==> src/hdl/i2cbb_pkg.sv <==
// Shared types, codes and reset constants for the I2C bit-bang master.
package i2cbb_pkg;

  localparam int unsigned COUNT_WIDTH_DEF = 16;

  localparam logic [15:0] PHASE_TICKS_RST = 16'd50;
  localparam logic [9:0]  ACK_TIMEOUT_RST = 10'd250;

  localparam logic [7:0]  MSB_MASK = 8'h80;

  // Configuration register indexes
  localparam logic REG_PHASE_TICKS = 1'b0;
  localparam logic REG_ACK_TIMEOUT = 1'b1;

  // Command codes
  localparam logic [2:0] FUNC_START = 3'd0;
  localparam logic [2:0] FUNC_STOP  = 3'd1;
  localparam logic [2:0] FUNC_WRITE = 3'd2;
  localparam logic [2:0] FUNC_WACK  = 3'd3;
  localparam logic [2:0] FUNC_READ  = 3'd4;

  typedef struct packed {
    logic       cmd_valid;
    logic [2:0] func;
    logic [7:0] write_byte;
    logic       send_ack;
    logic       sda_level;
  } item_t;

  typedef struct packed {
    logic       scl;
    logic       sda_out;
    logic       sda_oe;
    logic       ready;
    logic       done;
    logic [7:0] read_data;
    logic       ack_missing;
  } res_t;

endpackage

==> src/hdl/i2c_bitbang_master.sv <==
// Top level of the I2C bit-bang master: input register, sequencer, result register.
//
//  channel | handshake              | payload
//  --------+------------------------+----------------------------------------------
//  in      | in_valid_i / in_ready_o | cmd_valid, func, write_byte, send_ack, sda_level
//  out     | out_valid_o/out_ready_i | scl, sda_out, sda_oe, ready_res, done_res,
//          |                        | read_data, ack_missing
//  cfg     | cfg_we_i                | cfg_idx_i, cfg_data_i (phase_ticks, ack_timeout)
//
//  One word per cycle sustained while the output is not stalled; a word's result is on the outputs
//  after acceptance, through the input register and then the sequencer step into the result register,
//  and can be taken at the following edge.
//  Reset puts the sequencer idle with SCL and SDA high and the config at 50 / 250 ticks.
//  A stalled output holds the result register and, once the input register is full,
//  drops in_ready_o; no word is lost or repeated.
module i2c_bitbang_master
  import i2cbb_pkg::*;
#(
  parameter int unsigned COUNT_WIDTH = COUNT_WIDTH_DEF
) (
  input  logic        clk_i,
  input  logic        rst_ni,
  input  logic        in_valid_i,
  output logic        in_ready_o,
  input  logic        cmd_valid_i,
  input  logic [2:0]  func_i,
  input  logic [7:0]  write_byte_i,
  input  logic        send_ack_i,
  input  logic        sda_level_i,
  output logic        out_valid_o,
  input  logic        out_ready_i,
  output logic        scl_o,
  output logic        sda_out_o,
  output logic        sda_oe_o,
  output logic        ready_res_o,
  output logic        done_res_o,
  output logic [7:0]  read_data_o,
  output logic        ack_missing_o,
  input  logic        cfg_we_i,
  input  logic        cfg_idx_i,
  input  logic [15:0] cfg_data_i
);

  logic        in_vld_q;
  item_t       item_q;
  logic        out_vld_q;
  res_t        res_q;
  res_t        res;
  logic        advance;
  logic        fire;
  logic        accept;
  logic [15:0] phase_ticks;
  logic [9:0]  ack_timeout;

  assign advance    = !out_vld_q || out_ready_i;
  assign fire       = in_vld_q && advance;
  assign in_ready_o = !in_vld_q || advance;
  assign accept     = in_valid_i && in_ready_o;

  always_ff @(posedge clk_i or negedge rst_ni) begin
    if (!rst_ni) begin
      in_vld_q <= 1'b0;
    end else if (accept) begin
      in_vld_q <= 1'b1;
    end else if (fire) begin
      in_vld_q <= 1'b0;
    end
  end

  always_ff @(posedge clk_i) begin
    if (accept) begin
      item_q.cmd_valid  <= cmd_valid_i;
      item_q.func       <= func_i;
      item_q.write_byte <= write_byte_i;
      item_q.send_ack   <= send_ack_i;
      item_q.sda_level  <= sda_level_i;
    end
  end

  always_ff @(posedge clk_i or negedge rst_ni) begin
    if (!rst_ni) begin
      out_vld_q <= 1'b0;
    end else if (advance) begin
      out_vld_q <= in_vld_q;
    end
  end

  always_ff @(posedge clk_i) begin
    if (fire) begin
      res_q <= res;
    end
  end

  i2cbb_cfg u_cfg (
    .clk_i         (clk_i),
    .rst_ni        (rst_ni),
    .cfg_we_i      (cfg_we_i),
    .cfg_idx_i     (cfg_idx_i),
    .cfg_data_i    (cfg_data_i),
    .phase_ticks_o (phase_ticks),
    .ack_timeout_o (ack_timeout)
  );

  i2cbb_core #(
    .COUNT_WIDTH (COUNT_WIDTH)
  ) u_core (
    .clk_i         (clk_i),
    .rst_ni        (rst_ni),
    .fire_i        (fire),
    .item_i        (item_q),
    .phase_ticks_i (phase_ticks),
    .ack_timeout_i (ack_timeout),
    .res_o         (res)
  );

  assign out_valid_o   = out_vld_q;
  assign scl_o         = res_q.scl;
  assign sda_out_o     = res_q.sda_out;
  assign sda_oe_o      = res_q.sda_oe;
  assign ready_res_o   = res_q.ready;
  assign done_res_o    = res_q.done;
  assign read_data_o   = res_q.read_data;
  assign ack_missing_o = res_q.ack_missing;

endmodule

==> src/hdl/i2cbb_cfg.sv <==
// Configuration registers: SCL half-phase length and ack timeout.
module i2cbb_cfg
  import i2cbb_pkg::*;
(
  input  logic        clk_i,
  input  logic        rst_ni,
  input  logic        cfg_we_i,
  input  logic        cfg_idx_i,
  input  logic [15:0] cfg_data_i,
  output logic [15:0] phase_ticks_o,
  output logic [9:0]  ack_timeout_o
);

  logic [15:0] phase_q;
  logic [9:0]  timeout_q;

  always_ff @(posedge clk_i or negedge rst_ni) begin
    if (!rst_ni) begin
      phase_q   <= PHASE_TICKS_RST;
      timeout_q <= ACK_TIMEOUT_RST;
    end else if (cfg_we_i) begin
      unique case (cfg_idx_i)
        REG_PHASE_TICKS: phase_q   <= cfg_data_i;
        REG_ACK_TIMEOUT: timeout_q <= cfg_data_i[9:0];
        default: ;
      endcase
    end
  end

  assign phase_ticks_o = phase_q;
  assign ack_timeout_o = timeout_q;

endmodule

==> src/hdl/i2cbb_core.sv <==
// Bus sequencer: state registers and the per-tick next-state logic.
module i2cbb_core
  import i2cbb_pkg::*;
#(
  parameter int unsigned COUNT_WIDTH = COUNT_WIDTH_DEF
) (
  input  logic        clk_i,
  input  logic        rst_ni,
  input  logic        fire_i,
  input  item_t       item_i,
  input  logic [15:0] phase_ticks_i,
  input  logic [9:0]  ack_timeout_i,
  output res_t        res_o
);

  typedef enum logic [3:0] {
    S_IDLE, S_ST_A, S_ST_B, S_SP_A, S_SP_B, S_WR_SET, S_WR_HI, S_WR_LO,
    S_WA_SET, S_WA_HI, S_WA_POLL, S_RD_LO, S_RD_HI, S_AK_LO, S_AK_HI
  } state_e;

  state_e                 state_q, state_d;
  logic [3:0]             bit_q, bit_d;
  logic [COUNT_WIDTH-1:0] phase_q, phase_d;
  logic [9:0]             wait_q, wait_d;
  logic [7:0]             shift_q, shift_d;
  logic                   ackc_q, ackc_d;
  logic                   scl_q, scl_d;
  logic                   sda_q, sda_d;
  logic                   err_q, err_d;
  logic [7:0]             rx_q, rx_d;

  logic [COUNT_WIDTH-1:0] plen_raw, plen, cnt_inc, cnt_ticked;
  logic                   ph_end;
  logic [3:0]             bit_inc;
  logic                   done;
  logic                   oe;

  assign plen_raw   = COUNT_WIDTH'(phase_ticks_i);
  assign plen       = (plen_raw == '0) ? COUNT_WIDTH'(1) : plen_raw;
  assign cnt_inc    = phase_q + COUNT_WIDTH'(1);
  assign ph_end     = (cnt_inc >= plen);
  assign cnt_ticked = ph_end ? '0 : cnt_inc;
  assign bit_inc    = bit_q + 4'd1;

  always_comb begin
    state_d = state_q;
    bit_d   = bit_q;
    phase_d = phase_q;
    wait_d  = wait_q;
    shift_d = shift_q;
    ackc_d  = ackc_q;
    scl_d   = scl_q;
    sda_d   = sda_q;
    err_d   = err_q;
    rx_d    = rx_q;
    done    = 1'b0;

    unique case (state_q)
      S_IDLE: begin
        if (item_i.cmd_valid) begin
          unique case (item_i.func)
            FUNC_START: begin
              sda_d = 1'b1; scl_d = 1'b1; state_d = S_ST_A; phase_d = '0;
            end
            FUNC_STOP: begin
              scl_d = 1'b0; sda_d = 1'b0; state_d = S_SP_A; phase_d = '0;
            end
            FUNC_WRITE: begin
              shift_d = item_i.write_byte; bit_d = 4'd0; scl_d = 1'b0;
              sda_d   = |(item_i.write_byte & MSB_MASK);
              state_d = S_WR_SET; phase_d = '0;
            end
            FUNC_WACK: begin
              err_d = 1'b0; wait_d = '0; sda_d = 1'b1;
              state_d = S_WA_SET; phase_d = '0;
            end
            FUNC_READ: begin
              ackc_d = item_i.send_ack; bit_d = 4'd0; shift_d = '0;
              sda_d = 1'b1; scl_d = 1'b0; state_d = S_RD_LO; phase_d = '0;
            end
            default: ;
          endcase
        end
      end
      S_ST_A: begin
        phase_d = cnt_ticked;
        if (ph_end) begin
          sda_d = 1'b0; state_d = S_ST_B;
        end
      end
      S_ST_B: begin
        phase_d = cnt_ticked;
        if (ph_end) begin
          scl_d = 1'b0; state_d = S_IDLE; done = 1'b1;
        end
      end
      S_SP_A: begin
        phase_d = cnt_ticked;
        if (ph_end) begin
          scl_d = 1'b1; state_d = S_SP_B;
        end
      end
      S_SP_B: begin
        phase_d = cnt_ticked;
        if (ph_end) begin
          sda_d = 1'b1; state_d = S_IDLE; done = 1'b1;
        end
      end
      S_WR_SET: begin
        phase_d = cnt_ticked;
        if (ph_end) begin
          scl_d = 1'b1; state_d = S_WR_HI;
        end
      end
      S_WR_HI: begin
        phase_d = cnt_ticked;
        if (ph_end) begin
          scl_d = 1'b0; state_d = S_WR_LO;
        end
      end
      S_WR_LO: begin
        phase_d = cnt_ticked;
        if (ph_end) begin
          bit_d   = bit_inc;
          shift_d = {shift_q[6:0], 1'b0};
          if (bit_inc >= 4'd8) begin
            state_d = S_IDLE; done = 1'b1;
          end else begin
            sda_d   = shift_q[6];
            state_d = S_WR_SET;
          end
        end
      end
      S_WA_SET: begin
        phase_d = cnt_ticked;
        if (ph_end) begin
          scl_d = 1'b1; state_d = S_WA_HI;
        end
      end
      S_WA_HI: begin
        phase_d = cnt_ticked;
        if (ph_end) begin
          state_d = S_WA_POLL;
        end
      end
      S_WA_POLL: begin
        if (!item_i.sda_level) begin
          scl_d = 1'b0; state_d = S_IDLE; phase_d = '0; done = 1'b1;
        end else if (wait_q >= ack_timeout_i) begin
          err_d = 1'b1; scl_d = 1'b0; sda_d = 1'b0;
          state_d = S_SP_A; phase_d = '0;
        end else begin
          wait_d = wait_q + 10'd1;
        end
      end
      S_RD_LO: begin
        phase_d = cnt_ticked;
        if (ph_end) begin
          scl_d = 1'b1; state_d = S_RD_HI;
        end
      end
      S_RD_HI: begin
        if (phase_q == '0) begin
          shift_d = {shift_q[6:0], item_i.sda_level};
        end
        phase_d = cnt_ticked;
        if (ph_end) begin
          bit_d = bit_inc;
          scl_d = 1'b0;
          if (bit_inc >= 4'd8) begin
            rx_d    = shift_d;
            sda_d   = !ackc_q;
            state_d = S_AK_LO;
          end else begin
            state_d = S_RD_LO;
          end
        end
      end
      S_AK_LO: begin
        phase_d = cnt_ticked;
        if (ph_end) begin
          scl_d = 1'b1; state_d = S_AK_HI;
        end
      end
      S_AK_HI: begin
        phase_d = cnt_ticked;
        if (ph_end) begin
          scl_d = 1'b0; state_d = S_IDLE; done = 1'b1;
        end
      end
      default: begin
        state_d = S_IDLE; phase_d = '0;
      end
    endcase
  end

  always_ff @(posedge clk_i or negedge rst_ni) begin
    if (!rst_ni) begin
      state_q <= S_IDLE;
      bit_q   <= '0;
      phase_q <= '0;
      wait_q  <= '0;
      shift_q <= '0;
      ackc_q  <= 1'b0;
      scl_q   <= 1'b1;
      sda_q   <= 1'b1;
      err_q   <= 1'b0;
      rx_q    <= '0;
    end else if (fire_i) begin
      state_q <= state_d;
      bit_q   <= bit_d;
      phase_q <= phase_d;
      wait_q  <= wait_d;
      shift_q <= shift_d;
      ackc_q  <= ackc_d;
      scl_q   <= scl_d;
      sda_q   <= sda_d;
      err_q   <= err_d;
      rx_q    <= rx_d;
    end
  end

  // SDA released while waiting for the ack and during the read bits
  assign oe = !(state_d == S_WA_SET || state_d == S_WA_HI || state_d == S_WA_POLL ||
                state_d == S_RD_LO || state_d == S_RD_HI);

  always_comb begin
    res_o.scl         = scl_d;
    res_o.sda_out     = oe ? sda_d : 1'b1;
    res_o.sda_oe      = oe;
    res_o.ready       = (state_d == S_IDLE);
    res_o.done        = done;
    res_o.read_data   = rx_d;
    res_o.ack_missing = err_d;
  end

  a_hold_no_fire: assert property (@(posedge clk_i) disable iff (!rst_ni)
    !fire_i |=> $stable(state_q) && $stable(phase_q) && $stable(bit_q))
    else $error("sequencer state moved without a word");

  a_idle_stays: assert property (@(posedge clk_i) disable iff (!rst_ni)
    fire_i && state_q == S_IDLE && !item_i.cmd_valid |=> state_q == S_IDLE)
    else $error("left idle without a command");

  a_err_from_poll: assert property (@(posedge clk_i) disable iff (!rst_ni)
    $rose(err_q) |-> $past(state_q) == S_WA_POLL && state_q == S_SP_A)
    else $error("ack_missing raised outside ack poll");

  a_bit_range: assert property (@(posedge clk_i) disable iff (!rst_ni)
    fire_i && res_o.done |=> bit_q <= 4'd8 && state_q == S_IDLE)
    else $error("completion left sequencer busy");

endmodule
==> config.mk <==
export PLATFORM = sky130hd
export DESIGN_NAME = i2c_bitbang_master
export DESIGN_NICKNAME = d
export VERILOG_FILES = /design/src/hdl/i2cbb_pkg.sv /design/src/hdl/i2c_bitbang_master.sv /design/src/hdl/i2cbb_cfg.sv /design/src/hdl/i2cbb_core.sv
export SDC_FILE = /design/constraint.sdc
export NUM_CORES = 1
export LEC_CHECK = 0
export BUFFER_PORTS_ARGS = -buffer_cell sky130_fd_sc_hd__clkbuf_2
export CORE_MARGIN = 2
export CORE_UTILIZATION = 54
export DETAILED_ROUTE_END_ITERATION = 7
export PLACE_DENSITY = 0.76
export SETUP_SLACK_MARGIN = 0.5
export SKIP_CTS_REPAIR_TIMING = 1
export SLEW_MARGIN = 25
export SYNTH_ARGS = -nofsm -noshare
export SYNTH_HDL_FRONTEND = slang
export SYNTH_SLANG_ARGS = --single-unit
export TNS_END_PERCENT = 50
==> constraint.sdc <==
create_clock -name clk_i -period 3.8 [get_ports clk_i]
set_input_delay 0.76 -clock clk_i [delete_from_list [all_inputs] [get_ports clk_i]]
set_output_delay 0.76 -clock clk_i [all_outputs]
set_load 0.1 [all_outputs]
* After elaboration in Yosys (flattened, before gate mapping) *
Index checks and enable logic that the tools add are counted.

word-level totals
  logic and storage cells = 175
  register bits after elaboration = 110
  output and inout port bits = 16
  input bits = 36

cells by class
  reductions and logical operators = 37
  add/subtract/negate cells = 3
  bitwise gates (word level) = 1
  equal/unequal tests = 33
  $lt $le $gt $ge = 3
  muxes and demuxes = 72

operators with widths
  cell                                                             number
  16-bit two-way mux                                               6
  4-bit two-way mux                                                17
  4-bit one-hot mux with 13 select lines                           1
  4-bit == test, second input constant                             12
  8-bit two-way mux                                                6
  16-bit one-hot mux with 3 select lines                           1
  10-bit two-way mux                                               4
  16-bit logical NOT                                               2
  1-bit two-way mux                                                24
  8-bit one-hot mux with 3 select lines                            1
  10-bit one-hot mux with 2 select lines                           1
  4-bit one-hot mux with 5 select lines                            1
  16-bit by 1-bit adder with 16-bit output, second input constant  1
  4-bit by 3-bit == test with 1-bit output, second input constant  4
  16-bit >= comparator                                             1
  8-bit one-hot mux with 2 select lines                            1
  13-bit OR reduction                                              1
  2-bit inequality test, second input constant                     6
  10-bit by 1-bit adder with 10-bit output, second input constant  1
  10-bit >= comparator                                             1
  5-bit AND reduction                                              2
  5-bit OR reduction                                               2
  3-bit OR reduction                                               3
  4-bit by 2-bit == test with 1-bit output, second input constant  2
  28 further kinds                                                 48

* Longest topological paths before layout *
  depth after elaboration = 11
  gate-level depth with buffers = 16
  depth with buffers taken out = 15

* By module *
Synthesis repeated with hierarchy kept, for this count alone.

unflattened totals
  cell total of the unflattened synthesis = 616
  area, all modules = 6296.0 sq um

by module, submodules not included
  module              cells an instance  instances  sequential area each (sq um)  area each (sq um)
  i2cbb_core          524                1          1353.8                        4307.9
  i2cbb_cfg           56                 1          661.9                         1043.5
  i2c_bitbang_master  36                 1          890.9                         944.7

* Worst setup path before layout *
Ideal clock, no wire load.

  path kind = reg-to-reg
  start = reg u_core.phase_q[0]
  end = reg res_q, in the netlist sda_out_o (data pin)
  setup slack = 0.255 ns
  cell stages (with the launch flop) = 17
  setup time = 0.254 ns
  arrival time = 3.291 ns
  cells stage by stage = dfrtp_1 -> ha_1 -> nand3_1 -> nor2_1 -> and3_1 -> and2_1 -> nand4_1 -> xnor2_1 -> ha_1 -> nand2_1 -> o21ai_0 -> a211o_1 -> buf_4 -> nor2_1 -> o21ai_0 -> o22ai_1 -> a21o_1

on the way
  cells in the longest elaborated chain, start to end = 9

RTL lines
  element                                          RTL line                                                source
  start, declared                                  i2cbb_core.sv:23                                        logic [COUNT_WIDTH-1:0] phase_q, phase_d;
  start signal, assigned                           i2cbb_core.sv:212                                       phase_q <= phase_d;
  16-bit by 1-bit adder with 16-bit output *       i2cbb_core.sv:40                                        assign cnt_inc = phase_q + COUNT_WIDTH'(1);
  16-bit >= comparator *                           i2cbb_core.sv:41                                        assign ph_end = (cnt_inc >= plen);
  4-bit two-way mux, or another cell as far along  i2cbb_core.sv:93, i2cbb_core.sv:105, i2cbb_core.sv:187
  4-bit one-hot mux with 13 select lines           i2cbb_core.sv:58                                        unique case (state_q)
  4-bit == test                                    i2cbb_core.sv:224                                       assign oe = !(state_d == S_WA_SET || state_d == S_WA_HI || state_d == S_WA_POLL ||
  1-bit logical OR (3 in a row)                    i2cbb_core.sv:224
  1-bit logical OR                                 i2cbb_core.sv:225                                       state_d == S_RD_LO || state_d == S_RD_HI);
  end signal, assigned                             i2c_bitbang_master.sv:90                                res_q <= res;
  end, declared                                    i2c_bitbang_master.sv:47                                res_t res_q;

Every way passes the cells marked *; elsewhere a longest branch is shown, timed or not.
A chain may end at the register's enable or synchronous reset.

* Final worst setup path *
Ends and elaborated chain as after synthesis.

==> results.toml <==
[die]
fp.dieH_um = 111
start_util_pct = 54.8
coreArea_um2 = 11300
die_w_um = 111
pin_count = 52
rows = 39
dieArea_um2 = 12300

[sta]
setup_viol = 0
hold_viol_final = 0
fin_crit_sh_pct = 95.9
rsz0062_at_grt = "true"
fin_tns_setup_ns = 0
max_freq_mhz = 274
min_period_ns = 3.65
max-slew-margin-rel_pct = 47.7
clock_skew_ns = 0.00835
finalMaxSlewViolations = 0
tightest_slew_ns = 0.783

[clock_network]
numCtsBuffers = 9
worstSkewPairLatency_ns = 0.37
root_buffer = "clkbuf_16"
htree_num_levels = 3
clk_pin_slew_ns = 0.08
cts_tree = "done"
clk_path_buf_depth = 2
cts_sinks = 110

[global_routing]
first_global_vias = 4840
grt_first_pass_wirelength_um = 22600
antenna_found_initial = 0
grt_max_degree = 83
overflow = 0
grt_util_all_layers_pct = 22.4

[cells_and_area]
fillers = 865
final_common_cell = "nand2_1"
antenna_cells = 0
mostFrequentLayoutCells = "72 x nand2_1, 69 x dfrtp_1, 56 x o21ai_0"
fin_util_pct = 65.0
final_nets = 771
multi_input_area_um2 = 3180
layout-drive-gt1-share_pct = 26.2
area.growth.synth_to_final_pct = 18.7
seq_area_um2 = 2910

[drt]
vias = 5146
viasPerCell = 6.03
drcViolationCount = 0
wl_um = 14400
drtIter0Drc = 341
first_pass_iters = 5
routedWlPerCell_um = 16.9
ant_nets = 0

[synth]
synth_nets = 697
ys_seq_area_share_pct = 47.1
synth_cell_types = 64
syn_inst = 631
ys.flop_type = "dfrtp_1"
postSynthAreaPerCell_um2 = 9.79
synth_area_um2 = 6170
synth-seq-cells = 110
ys_async_sr_fraction_pct = 74.5
yosys_warnings = 0
synth_edf_count = 28

[power]
leakage_uw = 0.00322
ir_worst_vdd_mv = 0.423
power_density_nw_per_um2 = 445

[worst_setup_path]
worst_r2r_path_depth = 14
crit_fanout = 7
criticalPathCategory = "reg -> reg"
cp.arrival_ns = 3.78
setup.worst_path.start_class = "register"
cp-end-kind = "register"
crit_required_ns = 3.93

[placement]
place_congestion = 0.905
dp_hpwl_um = 9580
io_buffers = 51

[run_status]
status = "complete, no violations"

[min_path]
hp-class = "in -> async"

[run]
drv_cap = 0
logic make-up (layout without fill, tap and decap cells):
family | Yosys count | in the layout | share of synthesized area [%]
AOI/OAI and AO/OA | 180 | 181 | 19.4
xor gates and xnor gates | 21 | 21 | 2.98
adders and majority gates | 30 | 30 | 6.08
buffers and inverters | 70 | 148 | 4.64
DFF | 110 | 110 | 47.1
muxes | 25 | 25 | 4.40
and+or+nand+nor | 195 | 195 | 15.4
synthesized netlist by cell type, types with 2 or more instances:
library cell,n,area (um2)
or3_1,3,18.8
nor2_2,2,12.5
o211ai_1,3,22.5
nor2_1,35,131
nand3b_1,3,22.5
nand3_1,14,70.1
and2_1,5,31.3
nand4_1,14,87.6
ha_1,30,375
a21o_1,5,37.5
o22ai_1,5,31.3
a22o_1,8,70.1
buf_6,2,22.5
o221ai_1,3,26.3
nand2_1,75,282
inv_1,37,139
edfxtp_1,28,841
o21ai_1,8,40.0
clkbuf_1,23,86.3
mux2_2,17,191
xor2_1,8,70.1
dfstp_2,11,289
o21ai_0,72,360
o2bb2ai_1,8,70.1
xnor2_1,13,114
and3_1,11,68.8
a211o_1,3,26.3
nand2b_1,7,43.8
nor4_1,5,31.3
mux2i_1,8,80.1
buf_2,4,20.0
a31oi_1,5,31.3
nor3_1,10,50.1
a21oi_1,21,105
dfrtp_1,71,1780
nor2b_1,6,37.5
a22oi_1,9,67.6
a211oi_1,4,30.0
o31ai_1,10,75.1
worst max-delay path: stages, from the launching register on:
cell and delay [ns]:
dfrtp_2 0.42, and3_4 0.22, and2_4 0.16, nand4_1 0.24, nor2_4 0.25, nand3_2 0.13, xnor2_1 0.16, ha_1 0.33
nand4_1 0.21, nor2_4 0.08, a211o_4 0.39, or3_4 0.38, a21boi_2 0.17, o22ai_2 0.09, a21o_1 0.18
metal layers:
metal / wire length (um) / track usage, % / vias to the layer above
met3: 809 / 5.52 / 32
li1: - / - / 2451
met5: 0 / 0 / -
met4: 394 / 7.17 / 0
met1: 5970 / 29.8 / 2490
met2: 7230 / 36.5 / 173
through the flow:
step / area, um2 / setup slack, ns / cells / power, uW / hold slack, ns
final: 7330 / 0.155 / 853 / 3260 / 0.427
after global routing: 7330 / 0.0243 / 853 / 3420 / 0.504
after CTS: 6890 / 0.0386 / 822 / 3190 / 0.491
after detailed placement: 6590 / 0.0578 / 806 / 2240 / 0.475
after global placement: 6590 / 0.169 / 806 / 2210 / 0.460
after floorplan: 6200 / 0.508 / 631 / 2030 / 0.442
final timing paths:
path,start,end,slack (ns)
max in group asynchronous,rst_ni,u_core.phase_q[1],2.86
worst max register to register,u_core.phase_q[0],sda_out_o,0.15
worst max-delay path,u_core.phase_q[0],sda_out_o,0.15
worst min-delay path,rst_ni,u_core.phase_q[9],0.43
min in group clk_i,item_q[1],u_core.ackc_q,0.48
worst min register to register,item_q[1],u_core.ackc_q,0.48
state kept, by name, summed over array words and instances (netlist names), 4 cells and up:
signal / count
item_q: 14
read_data_o: 8
u_cfg.ack_timeout_o: 10
u_cfg.phase_ticks_o: 16
u_core.bit_q: 4
u_core.phase_q: 16
u_core.rx_q: 8
u_core.shift_q: 8
u_core.state_q: 4
u_core.wait_q: 10
area by class of cell:
class | count | share of cell area (%)
clock buffer | 10 | 3.26
clock inverter | 6 | 0.854
inverter | 39 | 2.17
multi-input combinational | 452 | 43.3
sequential | 110 | 39.7
tap | 143 | 2.44
timing repair buffer | 93 | 8.23
where the power goes:
| group | leakage [uW] | internal (uW) | switching, uW |
|---|---|---|---|
| clock network | 0.000149 | 481 | 473 |
| logic | 0.00176 | 350 | 544 |
| registers | 0.00131 | 1310 | 99.1 |
| total | 0.00322 | 2150 | 1120 |
Note: power is estimated with default switching activity, not from simulation.
